[config.mk]
export PLATFORM = sky130hd
export DESIGN_NAME = ordered_keyed_record_table
export DESIGN_NICKNAME = d
export VERILOG_FILES = /design/src/hw/rtl/okrt_pkg.sv /design/src/hw/rtl/okrt_ctrl.sv /design/src/hw/rtl/okrt_dp.sv /design/src/hw/rtl/ordered_keyed_record_table.sv
export SDC_FILE = /design/constraint.sdc
export NUM_CORES = 1
export LEC_CHECK = 0
export BUFFER_PORTS_ARGS = -buffer_cell sky130_fd_sc_hd__buf_2
export CAP_MARGIN = 20
export CORE_MARGIN = 8
export CORE_UTILIZATION = 50
export CTS_BUF_LIST = sky130_fd_sc_hd__clkbuf_4
export DETAILED_ROUTE_END_ITERATION = 16
export GPL_ROUTABILITY_DRIVEN = 0
export HOLD_SLACK_MARGIN = 0.06
export PLACE_DENSITY = 0.66
export SETUP_SLACK_MARGIN = 0.5
export SYNTH_ARGS = -nofsm -noshare
export SYNTH_HDL_FRONTEND = slang
export SYNTH_SLANG_ARGS = --single-unit
[constraint.sdc]
create_clock -name clk_i -period 7.6 [get_ports clk_i]
set_clock_uncertainty 0.2 [all_clocks]
set_input_delay 0 -clock clk_i [delete_from_list [all_inputs] [get_ports clk_i]]
set_output_delay 0 -clock clk_i [all_outputs]
set_load 0.02 [all_outputs]
[src/hw/rtl/okrt_pkg.sv]
// ----------------------------------------------------------------------------
// okrt_pkg
// Types and codes shared by the ordered keyed record table: payload structs,
// command and status codes, controller states and the command/status bundles
// between the controller and the datapath.
// ----------------------------------------------------------------------------
package okrt_pkg;

  // Command codes carried in the input transaction
  typedef enum logic [2:0] {
    CMD_INSERT = 3'd0,
    CMD_SEARCH = 3'd1,
    CMD_DELETE = 3'd2,
    CMD_CLEAR  = 3'd3,
    CMD_DUMP   = 3'd4
  } okrt_cmd_e;

  // Status codes carried in the result transaction
  typedef enum logic [2:0] {
    ST_DONE      = 3'd0,
    ST_FOUND     = 3'd1,
    ST_NOT_FOUND = 3'd2,
    ST_EMPTY     = 3'd3,
    ST_FULL      = 3'd4
  } okrt_status_e;

  // Controller states
  typedef enum logic [3:0] {
    S_IDLE,
    S_EXEC,
    S_SCAN,
    S_HIT,
    S_MISS,
    S_SHIFT,
    S_DONE,
    S_DUMP_RD,
    S_DUMP_OUT
  } okrt_state_e;

  localparam int unsigned KeyW   = 16;
  localparam int unsigned ValueW = 32;

  // Input transaction
  typedef struct packed {
    logic [2:0]        command;
    logic [KeyW-1:0]   key;
    logic [ValueW-1:0] value;
  } okrt_in_t;

  // Result transaction
  typedef struct packed {
    okrt_status_e      status;
    logic [KeyW-1:0]   found_key;
    logic [ValueW-1:0] found_value;
    logic              last;
  } okrt_out_t;

  // Controller to datapath commands
  typedef struct packed {
    logic         in_ld;       // latch the accepted input transaction
    logic         mem_ins;     // append the held record, bump the count
    logic         cnt_clr;     // empty the table
    logic         cnt_dec;     // drop one record from the count
    logic         idx_clr;     // restart the walk index
    logic         idx_inc;     // advance the walk index
    logic         idx_ld_next; // point the walk index past the hit
    logic         rd_en;       // read the record at the walk index
    logic         shift_wr;    // move the last read record down one place
    logic         out_ld;      // load the result register
    okrt_status_e out_status;
    logic         out_sel_rd;  // result carries the read record
    logic         out_last;
  } okrt_cmd_t;

  // Datapath to controller status
  typedef struct packed {
    logic [2:0] op;        // held command code
    logic       full;
    logic       empty;
    logic       idx_lt_cnt;
    logic       idx_last;  // walk index is at the newest record
    logic       rd_vld;    // read data register holds a fresh record
    logic       hit;
    logic       miss;
    logic       out_free;  // result register can take a new result
  } okrt_stat_t;

endpackage

[src/hw/rtl/okrt_ctrl.sv]
// ----------------------------------------------------------------------------
// okrt_ctrl
// Controller of the ordered keyed record table. Sequences each command
// through decode, table walk, compaction and result issue.
// ----------------------------------------------------------------------------
module okrt_ctrl (
  input  logic                 clk_i,
  input  logic                 rst_ni,
  input  logic                 in_valid_i,
  output logic                 in_stall_o,
  input  okrt_pkg::okrt_stat_t stat_i,
  output okrt_pkg::okrt_cmd_t  cmd_o
);

  okrt_pkg::okrt_state_e state_q, state_d;

  // State register
  always_ff @(posedge clk_i or negedge rst_ni) begin
    if (!rst_ni) begin
      state_q <= okrt_pkg::S_IDLE;
    end else begin
      state_q <= state_d;
    end
  end

  // Next state
  always_comb begin
    state_d = state_q;
    case (state_q)
      okrt_pkg::S_IDLE: begin
        if (in_valid_i) begin
          state_d = okrt_pkg::S_EXEC;
        end
      end
      okrt_pkg::S_EXEC: begin
        case (stat_i.op)
          okrt_pkg::CMD_INSERT, okrt_pkg::CMD_CLEAR: begin
            if (stat_i.out_free) begin
              state_d = okrt_pkg::S_IDLE;
            end
          end
          okrt_pkg::CMD_SEARCH, okrt_pkg::CMD_DELETE: begin
            if (!stat_i.empty) begin
              state_d = okrt_pkg::S_SCAN;
            end else if (stat_i.out_free) begin
              state_d = okrt_pkg::S_IDLE;
            end
          end
          okrt_pkg::CMD_DUMP: begin
            if (!stat_i.empty) begin
              state_d = okrt_pkg::S_DUMP_RD;
            end else if (stat_i.out_free) begin
              state_d = okrt_pkg::S_IDLE;
            end
          end
          default: state_d = okrt_pkg::S_IDLE;
        endcase
      end
      okrt_pkg::S_SCAN: begin
        if (stat_i.hit) begin
          state_d = (stat_i.op == okrt_pkg::CMD_DELETE) ? okrt_pkg::S_SHIFT
                                                         : okrt_pkg::S_HIT;
        end else if (stat_i.miss) begin
          state_d = okrt_pkg::S_MISS;
        end
      end
      okrt_pkg::S_SHIFT: begin
        if (!stat_i.idx_lt_cnt && !stat_i.rd_vld) begin
          state_d = okrt_pkg::S_DONE;
        end
      end
      okrt_pkg::S_HIT, okrt_pkg::S_MISS, okrt_pkg::S_DONE: begin
        if (stat_i.out_free) begin
          state_d = okrt_pkg::S_IDLE;
        end
      end
      okrt_pkg::S_DUMP_RD: state_d = okrt_pkg::S_DUMP_OUT;
      okrt_pkg::S_DUMP_OUT: begin
        if (stat_i.out_free) begin
          state_d = stat_i.idx_last ? okrt_pkg::S_IDLE : okrt_pkg::S_DUMP_RD;
        end
      end
      default: state_d = okrt_pkg::S_IDLE;
    endcase
  end

  // Outputs
  always_comb begin
    cmd_o            = '0;
    cmd_o.out_status = okrt_pkg::ST_DONE;
    cmd_o.out_last   = 1'b1;
    in_stall_o       = (state_q != okrt_pkg::S_IDLE);
    case (state_q)
      okrt_pkg::S_IDLE: begin
        cmd_o.in_ld = in_valid_i;
      end
      okrt_pkg::S_EXEC: begin
        case (stat_i.op)
          okrt_pkg::CMD_INSERT: begin
            cmd_o.out_ld     = stat_i.out_free;
            cmd_o.mem_ins    = stat_i.out_free && !stat_i.full;
            cmd_o.out_status = stat_i.full ? okrt_pkg::ST_FULL : okrt_pkg::ST_DONE;
          end
          okrt_pkg::CMD_CLEAR: begin
            cmd_o.out_ld     = stat_i.out_free;
            cmd_o.cnt_clr    = stat_i.out_free;
            cmd_o.out_status = stat_i.empty ? okrt_pkg::ST_EMPTY : okrt_pkg::ST_DONE;
          end
          okrt_pkg::CMD_SEARCH, okrt_pkg::CMD_DELETE, okrt_pkg::CMD_DUMP: begin
            cmd_o.idx_clr    = !stat_i.empty;
            cmd_o.out_ld     = stat_i.empty && stat_i.out_free;
            cmd_o.out_status = okrt_pkg::ST_EMPTY;
          end
          default: ;
        endcase
      end
      okrt_pkg::S_SCAN: begin
        // Stop issuing reads once the answer is known
        if (stat_i.hit) begin
          cmd_o.idx_ld_next = (stat_i.op == okrt_pkg::CMD_DELETE);
        end else if (!stat_i.miss && stat_i.idx_lt_cnt) begin
          cmd_o.rd_en   = 1'b1;
          cmd_o.idx_inc = 1'b1;
        end
      end
      okrt_pkg::S_SHIFT: begin
        cmd_o.shift_wr = stat_i.rd_vld;
        cmd_o.rd_en    = stat_i.idx_lt_cnt;
        cmd_o.idx_inc  = stat_i.idx_lt_cnt;
        cmd_o.cnt_dec  = !stat_i.idx_lt_cnt && !stat_i.rd_vld;
      end
      okrt_pkg::S_HIT: begin
        cmd_o.out_ld     = stat_i.out_free;
        cmd_o.out_status = okrt_pkg::ST_FOUND;
        cmd_o.out_sel_rd = 1'b1;
      end
      okrt_pkg::S_MISS: begin
        cmd_o.out_ld     = stat_i.out_free;
        cmd_o.out_status = okrt_pkg::ST_NOT_FOUND;
      end
      okrt_pkg::S_DONE: begin
        cmd_o.out_ld     = stat_i.out_free;
        cmd_o.out_status = okrt_pkg::ST_DONE;
      end
      okrt_pkg::S_DUMP_RD: begin
        cmd_o.rd_en = 1'b1;
      end
      okrt_pkg::S_DUMP_OUT: begin
        cmd_o.out_ld     = stat_i.out_free;
        cmd_o.idx_inc    = stat_i.out_free;
        cmd_o.out_status = okrt_pkg::ST_FOUND;
        cmd_o.out_sel_rd = 1'b1;
        cmd_o.out_last   = stat_i.idx_last;
      end
      default: ;
    endcase
  end

endmodule

[src/hw/rtl/okrt_dp.sv]
// ----------------------------------------------------------------------------
// okrt_dp
// Datapath of the ordered keyed record table: record memory, entry count,
// walk index, registered read port, key compare and result register.
// ----------------------------------------------------------------------------
module okrt_dp #(
  parameter int unsigned CAPACITY = 16
) (
  input  logic                 clk_i,
  input  logic                 rst_ni,
  input  okrt_pkg::okrt_in_t   in_data_i,
  input  okrt_pkg::okrt_cmd_t  cmd_i,
  output okrt_pkg::okrt_stat_t stat_o,
  output logic                 out_valid_o,
  input  logic                 out_stall_i,
  output okrt_pkg::okrt_out_t  out_data_o
);

  localparam int unsigned CntW  = $clog2(CAPACITY + 1);
  localparam int unsigned AddrW = (CAPACITY > 1) ? $clog2(CAPACITY) : 1;

  // Record memory
  logic [okrt_pkg::KeyW-1:0]   key_mem   [CAPACITY];
  logic [okrt_pkg::ValueW-1:0] value_mem [CAPACITY];

  okrt_pkg::okrt_in_t          item_q;
  logic [CntW-1:0]             cnt_q, cnt_d;
  logic [CntW-1:0]             idx_q, idx_d;
  logic [CntW-1:0]             rd_idx_q;
  logic                        rd_vld_q;
  logic [okrt_pkg::KeyW-1:0]   rd_key_q;
  logic [okrt_pkg::ValueW-1:0] rd_value_q;
  okrt_pkg::okrt_out_t         out_q, out_d;
  logic                        out_vld_q, out_vld_d;
  logic                        out_free;
  logic                        mem_we;
  logic [AddrW-1:0]            mem_waddr;
  logic [okrt_pkg::KeyW-1:0]   mem_wkey;
  logic [okrt_pkg::ValueW-1:0] mem_wvalue;
  logic                        hit;

  // Hold the accepted transaction for the whole command
  always_ff @(posedge clk_i) begin
    if (cmd_i.in_ld) begin
      item_q <= in_data_i;
    end
  end

  // Select the memory write: append at the tail or move a record down
  always_comb begin
    mem_we     = cmd_i.mem_ins || cmd_i.shift_wr;
    mem_waddr  = cnt_q[AddrW-1:0];
    mem_wkey   = item_q.key;
    mem_wvalue = item_q.value;
    if (cmd_i.shift_wr) begin
      mem_waddr  = rd_idx_q[AddrW-1:0] - AddrW'(1);
      mem_wkey   = rd_key_q;
      mem_wvalue = rd_value_q;
    end
  end

  // Memory with registered read
  always_ff @(posedge clk_i) begin
    if (mem_we) begin
      key_mem[mem_waddr]   <= mem_wkey;
      value_mem[mem_waddr] <= mem_wvalue;
    end
    if (cmd_i.rd_en) begin
      rd_key_q   <= key_mem[idx_q[AddrW-1:0]];
      rd_value_q <= value_mem[idx_q[AddrW-1:0]];
      rd_idx_q   <= idx_q;
    end
  end

  // Count and walk index
  always_comb begin
    cnt_d = cnt_q;
    if (cmd_i.cnt_clr) begin
      cnt_d = '0;
    end else if (cmd_i.mem_ins) begin
      cnt_d = cnt_q + CntW'(1);
    end else if (cmd_i.cnt_dec) begin
      cnt_d = cnt_q - CntW'(1);
    end

    idx_d = idx_q;
    if (cmd_i.idx_clr) begin
      idx_d = '0;
    end else if (cmd_i.idx_ld_next) begin
      idx_d = rd_idx_q + CntW'(1);
    end else if (cmd_i.idx_inc) begin
      idx_d = idx_q + CntW'(1);
    end
  end

  always_ff @(posedge clk_i or negedge rst_ni) begin
    if (!rst_ni) begin
      cnt_q    <= '0;
      idx_q    <= '0;
      rd_vld_q <= 1'b0;
    end else begin
      cnt_q    <= cnt_d;
      idx_q    <= idx_d;
      rd_vld_q <= cmd_i.rd_en;
    end
  end

  // Compare the read record against the held key
  assign hit = rd_vld_q && (rd_key_q == item_q.key);

  // Result register: free when empty or being taken this cycle
  assign out_free = !out_vld_q || !out_stall_i;

  always_comb begin
    out_d     = out_q;
    out_vld_d = out_vld_q && out_stall_i;
    if (cmd_i.out_ld) begin
      out_vld_d         = 1'b1;
      out_d.status      = cmd_i.out_status;
      out_d.last        = cmd_i.out_last;
      out_d.found_key   = cmd_i.out_sel_rd ? rd_key_q : '0;
      out_d.found_value = cmd_i.out_sel_rd ? rd_value_q : '0;
    end
  end

  always_ff @(posedge clk_i or negedge rst_ni) begin
    if (!rst_ni) begin
      out_vld_q <= 1'b0;
    end else begin
      out_vld_q <= out_vld_d;
    end
  end

  always_ff @(posedge clk_i) begin
    out_q <= out_d;
  end

  assign out_valid_o = out_vld_q;
  assign out_data_o  = out_q;

  // Status to the controller
  always_comb begin
    stat_o            = '0;
    stat_o.op         = item_q.command;
    stat_o.full       = (cnt_q == CntW'(CAPACITY));
    stat_o.empty      = (cnt_q == '0);
    stat_o.idx_lt_cnt = (idx_q < cnt_q);
    stat_o.idx_last   = ((idx_q + CntW'(1)) == cnt_q);
    stat_o.rd_vld     = rd_vld_q;
    stat_o.hit        = hit;
    stat_o.miss       = rd_vld_q && !hit && ((rd_idx_q + CntW'(1)) == cnt_q);
    stat_o.out_free   = out_free;
  end

endmodule

[src/hw/rtl/ordered_keyed_record_table.sv]
// ----------------------------------------------------------------------------
// ordered_keyed_record_table
// Fixed-capacity table of key/value records in insertion order with
// insert, search, delete-first-match, clear and dump commands.
//
//   channel | direction | handshake            | payload
//   --------+-----------+----------------------+------------------------
//   in      | sink      | in_valid_i/in_stall_o  | in_data_i  (okrt_in_t)
//   out     | source    | out_valid_o/out_stall_i| out_data_o (okrt_out_t)
//
// One command is in flight at a time; the next is taken once the previous
// one has loaded its last result into the output register. Search and
// delete walk the held records, the walk reading one record per cycle
// through the single memory read port. Dump reads each record, then loads
// it as a result.
// Reset clears the count and control only; the memory needs no clearing.
// A stalled output holds the result and pauses the walk where a new result
// is due.
// ----------------------------------------------------------------------------
module ordered_keyed_record_table #(
  parameter int unsigned CAPACITY = 16
) (
  input  logic                clk_i,
  input  logic                rst_ni,
  input  logic                in_valid_i,
  output logic                in_stall_o,
  input  okrt_pkg::okrt_in_t  in_data_i,
  output logic                out_valid_o,
  input  logic                out_stall_i,
  output okrt_pkg::okrt_out_t out_data_o
);

  okrt_pkg::okrt_cmd_t  cmd;
  okrt_pkg::okrt_stat_t stat;

  okrt_ctrl u_ctrl (
    .clk_i      (clk_i),
    .rst_ni     (rst_ni),
    .in_valid_i (in_valid_i),
    .in_stall_o (in_stall_o),
    .stat_i     (stat),
    .cmd_o      (cmd)
  );

  okrt_dp #(
    .CAPACITY (CAPACITY)
  ) u_dp (
    .clk_i       (clk_i),
    .rst_ni      (rst_ni),
    .in_data_i   (in_data_i),
    .cmd_i       (cmd),
    .stat_o      (stat),
    .out_valid_o (out_valid_o),
    .out_stall_i (out_stall_i),
    .out_data_o  (out_data_o)
  );

endmodule

* Word level (Yosys, flattened, before mapping)
Memories as Yosys holds them, arrays and structs flattened. A register that Yosys moved wholly into a read port is not among the register bits.
Index checks and enable logic that the tools add are counted.
** Cells by class
- $add $sub $neg :: 5
- Reductions and logical operators :: 30
- Equality and inequality tests :: 20
- Magnitude comparators :: 1
- Mux-type cells :: 43
** Operators by type and width (count)
- two-way mux 4 bit :: 9
- two-way mux 32 bit :: 1
- two-way mux 5 bit :: 6
- case mux 4 bit (7 select lines) :: 1
- case mux 4 bit (3 select lines) :: 2
- == test 16 bit :: 1
- == test 4 x 3 -> 1 bit, second input constant :: 4
- two-way mux 16 bit :: 1
- case mux 4 bit (4 select lines) :: 1
- adder 5 x 1 -> 5 bit, second input constant :: 3
- two-way mux 1 bit :: 15
- == test 5 bit :: 2
- two-way mux 3 bit :: 3
- == test 4 x 2 -> 1 bit, second input constant :: 2
- logical AND 1 bit :: 8
- logical NOT 1 bit :: 8
- == test 3 x 2 -> 1 bit, second input constant :: 2
- case mux 1 bit (3 select lines) :: 2
- nonzero test 3 bit :: 2
- OR reduction 2 bit :: 3
- OR reduction 3 bit :: 2
- == test 5 bit, second input constant :: 1
- logical NOT 5 bit :: 1
- less-than comparator 5 bit :: 1
- 15 further kinds :: 18
** Word-level totals
- Bits in registers :: 124
- Input bits :: 55
- Word-level logic and storage cells :: 114
- Output and inout bits :: 54
- Memories kept :: 2
- Memory bits (writable) :: 768
** Memory list
- u_dp.value_mem :: words 16, width 32, read ports 1, clocked after Yosys merged registers in 1, wr ports 1, RTL line okrt_dp.sv:24 : logic [okrt_pkg::ValueW-1:0] value_mem [CAPACITY];
- u_dp.key_mem :: words 16, width 16, read ports 1, clocked after Yosys merged registers in 1, wr ports 1, RTL line okrt_dp.sv:23 : logic [okrt_pkg::KeyW-1:0] key_mem [CAPACITY];

* Depth between registers and ports, before layout
- Depth after elaboration :: 13
- Depth in mapped cells :: 13
- Gate-level depth less buffers :: 11

* By module
Synthesis repeated with hierarchy kept, for this count alone.
** Unflattened totals
- Cell total of the unflattened synthesis :: 1592
- Area, all modules :: 36397.4 µm²
** Modules (own cells, without submodules)
- okrt_dp :: times used 1, area each 35788.1 µm², cells an instance 1509
- okrt_ctrl :: times used 1, area each 609.3 µm², cells an instance 83

* Worst setup path after synthesis
OpenSTA, ideal clock, no wires.
- Path type :: register -> register
- Start :: register u_dp.idx_q[0]
- End :: register u_dp.rd_idx_q[0], enable pin
- Setup time :: 0.539 ns
- Clock period less this slack :: 6.195 ns
- Cell stages (with the launch flop) :: 12
- Arrival time :: 5.456 ns
- Setup slack :: 1.405 ns
- Required time :: 6.861 ns
- Cell sequence :: dfrtp_1 -> clkbuf_1 -> clkbuf_1 -> buf_2 -> inv_1 -> ha_1 -> nor2b_1 -> o21ai_0 -> a21oi_1 -> nor2_1 -> inv_1 -> o21ai_0
** RTL lines
- start, declared :: RTL line okrt_dp.sv:28 : logic [CntW-1:0] idx_q, idx_d;
- start signal, assigned :: RTL line okrt_dp.sv:103 : idx_q <= idx_d;
- end signal, assigned :: RTL line okrt_dp.sv:71 : rd_idx_q <= idx_q;
- end, declared :: RTL line okrt_dp.sv:29 : logic [CntW-1:0] rd_idx_q;

* Worst setup path after layout
- Start :: register u_ctrl.state_q[1]
- End :: memory u_dp.key_mem[6][15] (netlist bit), enable pin
** Between the ends
- Word-level cells in the longest chain between the ends :: 5
** RTL lines
- start, declared :: RTL line okrt_ctrl.sv:15 : okrt_pkg::okrt_state_e state_q, state_d;
- start signal, assigned :: RTL line okrt_ctrl.sv:20 : state_q <= okrt_pkg::S_IDLE;
- start signal, assigned :: RTL line okrt_ctrl.sv:22 : state_q <= state_d;
- == test 4 x 1 -> 1 bit or == test 4 x 3 -> 1 bit (tied branches) :: RTL line okrt_ctrl.sv:93 : case (state_q)
- two-way mux 2 bit or two-way mux 1 bit (tied branches) :: RTL line okrt_ctrl.sv:93
- logical OR 1 bit :: RTL line okrt_dp.sv:51 : mem_we = cmd_i.mem_ins || cmd_i.shift_wr;
- two-way mux 1 bit :: RTL line okrt_dp.sv:64 : if (mem_we) begin
- two-way mux 1 bit (implied by the code) :: RTL line okrt_dp.sv:65 : key_mem[mem_waddr] <= mem_wkey;
- end, declared :: RTL line okrt_dp.sv:23
Parallel ways exist; a longest one is shown, timed or not.

==> reports/metrics.csv <==
metric;value;unit
drt-initial-drc-count;1542;
slew_violations;0;
drcViolationCount;0;
setup_viol;0;
drt-met1-wl;32.9;mm
dp_cells;2634;
hpwlAfterDp;41.9;mm
grt_max_degree;135;
worst_slew_pin_slew;1060;ps
gr-total-overflow;0;
netlist_top_cells_area;edfxtp_1, mux4_2, mux2_2, dfrtp_1, and2_1;
die-area;81700;um2
startpoint_type;flip-flop;
crit_chain;nand2b_1 > nor2_1 > nand2_1 > a21oi_1 > nand2b_1 > nor2_4 > buf_4;
fillers;5317;
area_growth;17.0;%
fmaxAchievable;220;MHz
cts.sink_count;940;
grt_pass1_vias;19195;
synth_edf_count;924;
num_rows;99;
min_to;u_dp.out_valid_o;
seqCellArea;28200;um2
antenna_found_initial;3;
layout_common_cells;edfxtp_1, clkbuf_4, mux4_2;
finalCritPeriodShare;59.7;%
hold_start;out_stall_i;
routed.top_layer;met4;
drive_gt1_share;36.0;%
routed-wl-met2;39.3;mm
mostFrequentLayoutCell;edfxtp_1;
irDropWorstVdd;0.000289;V
slew_headroom;29.3;%
leakage;14.0;nW
syn_inst;1620;
coreArea;72500;um2
vias;17898;
cp_max_fo;26;
reg2reg_depth;7;
route.met3.wl;4.36;mm
cts_tree;built;
wl_per_cell;24.4;um
cp.required;8040;ps
synth_warnings;0;
timing.rr.start;u_ctrl.state_q[1];
port_buffers;108;
die_w;286;um
grt_pass1_wl;119;mm
cp_slowest_stage_delay;850;ps
synth_area_per_cell;22.5;um2
power.density;330;nW/um2
cap_violations;0;
multiInputGateArea;8010;um2
synth.top_cell.area_share;76.2;%
io_pins;109;
hp-class;primary input to flip-flop;
syn-num-nets;1687;
fin_cells;3186;
avgViaCountPerCell;5.62;
clockRootBuffer;clkbuf_4;
async_reset_ff_share;1.70;%
die_y;286;um
pre_cts_ws;3070;ps
r2r-end;u_dp.key_mem[6][15];
rsz0062_at_grt;no;
min_path_cells;5;
cp_slowest_cell;nor2_4;
worstSetupPathType;flip-flop to flip-flop;
finalCriticalPeriod;4540;ps
nets;2131;
setup_tns;0;ps
critPathArrivalTime;4980;ps
h-tree-depth;4;
routed_wl;77.8;mm
status;completed;
fin_ws;3060;ps
synth_cell_types;57;
synth_seq_cells;940;
cts_buffers;227;
start_util;50.2;%
clk_path_buf_depth;3;
ant_nets;0;
synth_largest_area_cell;edfxtp_1;
clkTransAtPathRegs;60;ps
hold_viol;0;
dr.pass1.iters;5;
track_usage;19.4;%
cts_resized;0;
crit_top_cell;nand2b_1;
clkLatencyLatePin;1050;ps
end_kind;flip-flop;
ys.flop_type;edfxtp_1;
netlist_area;36400;um2
reg2reg_slack;3060;ps
ys_seq_area_share;77.3;%
[power breakdown]
group	leakage (nW)	switching [W]	total (W)	internal (W)
clock	1.64	0.00194	0.00393	0.00199
sequential	8.56	0.000332	0.00670	0.00637
combinational	3.84	0.00184	0.00341	0.00157
total	14.0	0.00411	0.0140	0.00993
[metal layers]
layer / vias up / GRT usage (%)
met4: 0 / 5.74
met5: - / 0
met2: 589 / 32.0
met1: 9379 / 26.0
met3: 115 / 4.48
li1: 7815 / -
[through the flow]
| step | util [%] | power (W) | instance area, um2 | hold WS [ps] |
|---|---|---|---|---|
| 5_1_grt | 58.7 | 0.0147 | 42600 | 147 |
| 6_report | 58.7 | 0.0140 | 42600 | 217 |
| 3_5_place_dp | 52.7 | 0.0102 | 38200 | -220 |
| 2_1_floorplan | - | 0.00914 | 36400 | -496 |
| 4_1_cts | 58.7 | 0.0142 | 42600 | 99.7 |
| 3_3_place_gp | 52.7 | 0.0102 | 38200 | -230 |
[critical path, delay by kind of cell, from the launching register on]
family          cells  cell delay (ps)
compound gates      1              460
buf+inv             1              590
flops               1              540
simple gates        5             2350
[worst max-delay path by stage]
stage / startpoint / to / slack [ps] / cells past startpoint
6_report: u_ctrl.state_q[1] / u_dp.key_mem[6][15] / 3060 / 7
5_1_grt: u_ctrl.state_q[2] / u_dp.value_mem[10][30] / 2690 / 7
4_1_cts: u_ctrl.state_q[1] / u_dp.value_mem[6][12] / 2990 / 7
3_5_place_dp: u_ctrl.state_q[1] / u_dp.value_mem[6][7] / 3070 / 7
3_3_place_gp: u_ctrl.state_q[1] / u_dp.value_mem[14][9] / 3150 / 8
2_1_floorplan: u_dp.idx_q[0] / u_dp.rd_idx_q[0] / 1410 / 11
[repair_timing]
action,CTS,global route
setup buffers,0,0
endpoints found under the hold margin,185,0
hold buffers,160,0
[sequential cells by signal (all words and copies together) (netlist names), 4 cells and up]
register	count
u_dp.idx_q	5
u_dp.value_mem	512
u_dp.rd_value_q	32
u_ctrl.state_q	4
u_dp.item_q	48
u_dp.rd_idx_q	5
u_dp.out_data_o	52
u_dp.cnt_q	5
u_dp.rd_key_q	16
u_dp.key_mem	256
[kinds of logic (layout without fill, tap and decap cells)]
group | after synthesis | after routing | synth area share (%)
flip-flops | 940 | 940 | 77.3
multiplexers | 294 | 294 | 16.5
adder cells (fa/ha/maj) | 12 | 12 | 0.433
AO/OA/AOI/OAI | 75 | 75 | 1.37
other | 0 | 5 | 0
XOR/XNOR | 33 | 33 | 0.794
AND/OR/NAND/NOR | 167 | 167 | 2.46
buffers and inverters | 99 | 701 | 1.10
[cell usage after synthesis, types with 5 or more instances]
library cell and number:
nor4_1 5, nor2_1 37, buf_2 23, nand2_1 28
dfrtp_1 16, and3_1 6, nor3_1 9, xnor2_1 11
buf_1 6, xor2_1 22, a211oi_1 6, and2_1 49
nand2b_1 9, a21oi_1 17, edfxtp_1 924, o21ai_0 19
ha_1 11, clkbuf_1 51, nand3_1 10, mux4_2 240
mux2_2 49, inv_1 18
[layout make-up]
type	count	share of cell area, %
antenna	5	0.0294
timing repair buffer	295	5.57
sequential	940	66.1
clock inverter	62	0.738
inverter	19	0.170
clock buffer	325	5.73
multi-input combinational	581	18.8
tap	959	2.82
Note: power is estimated with default switching activity, not from simulation.
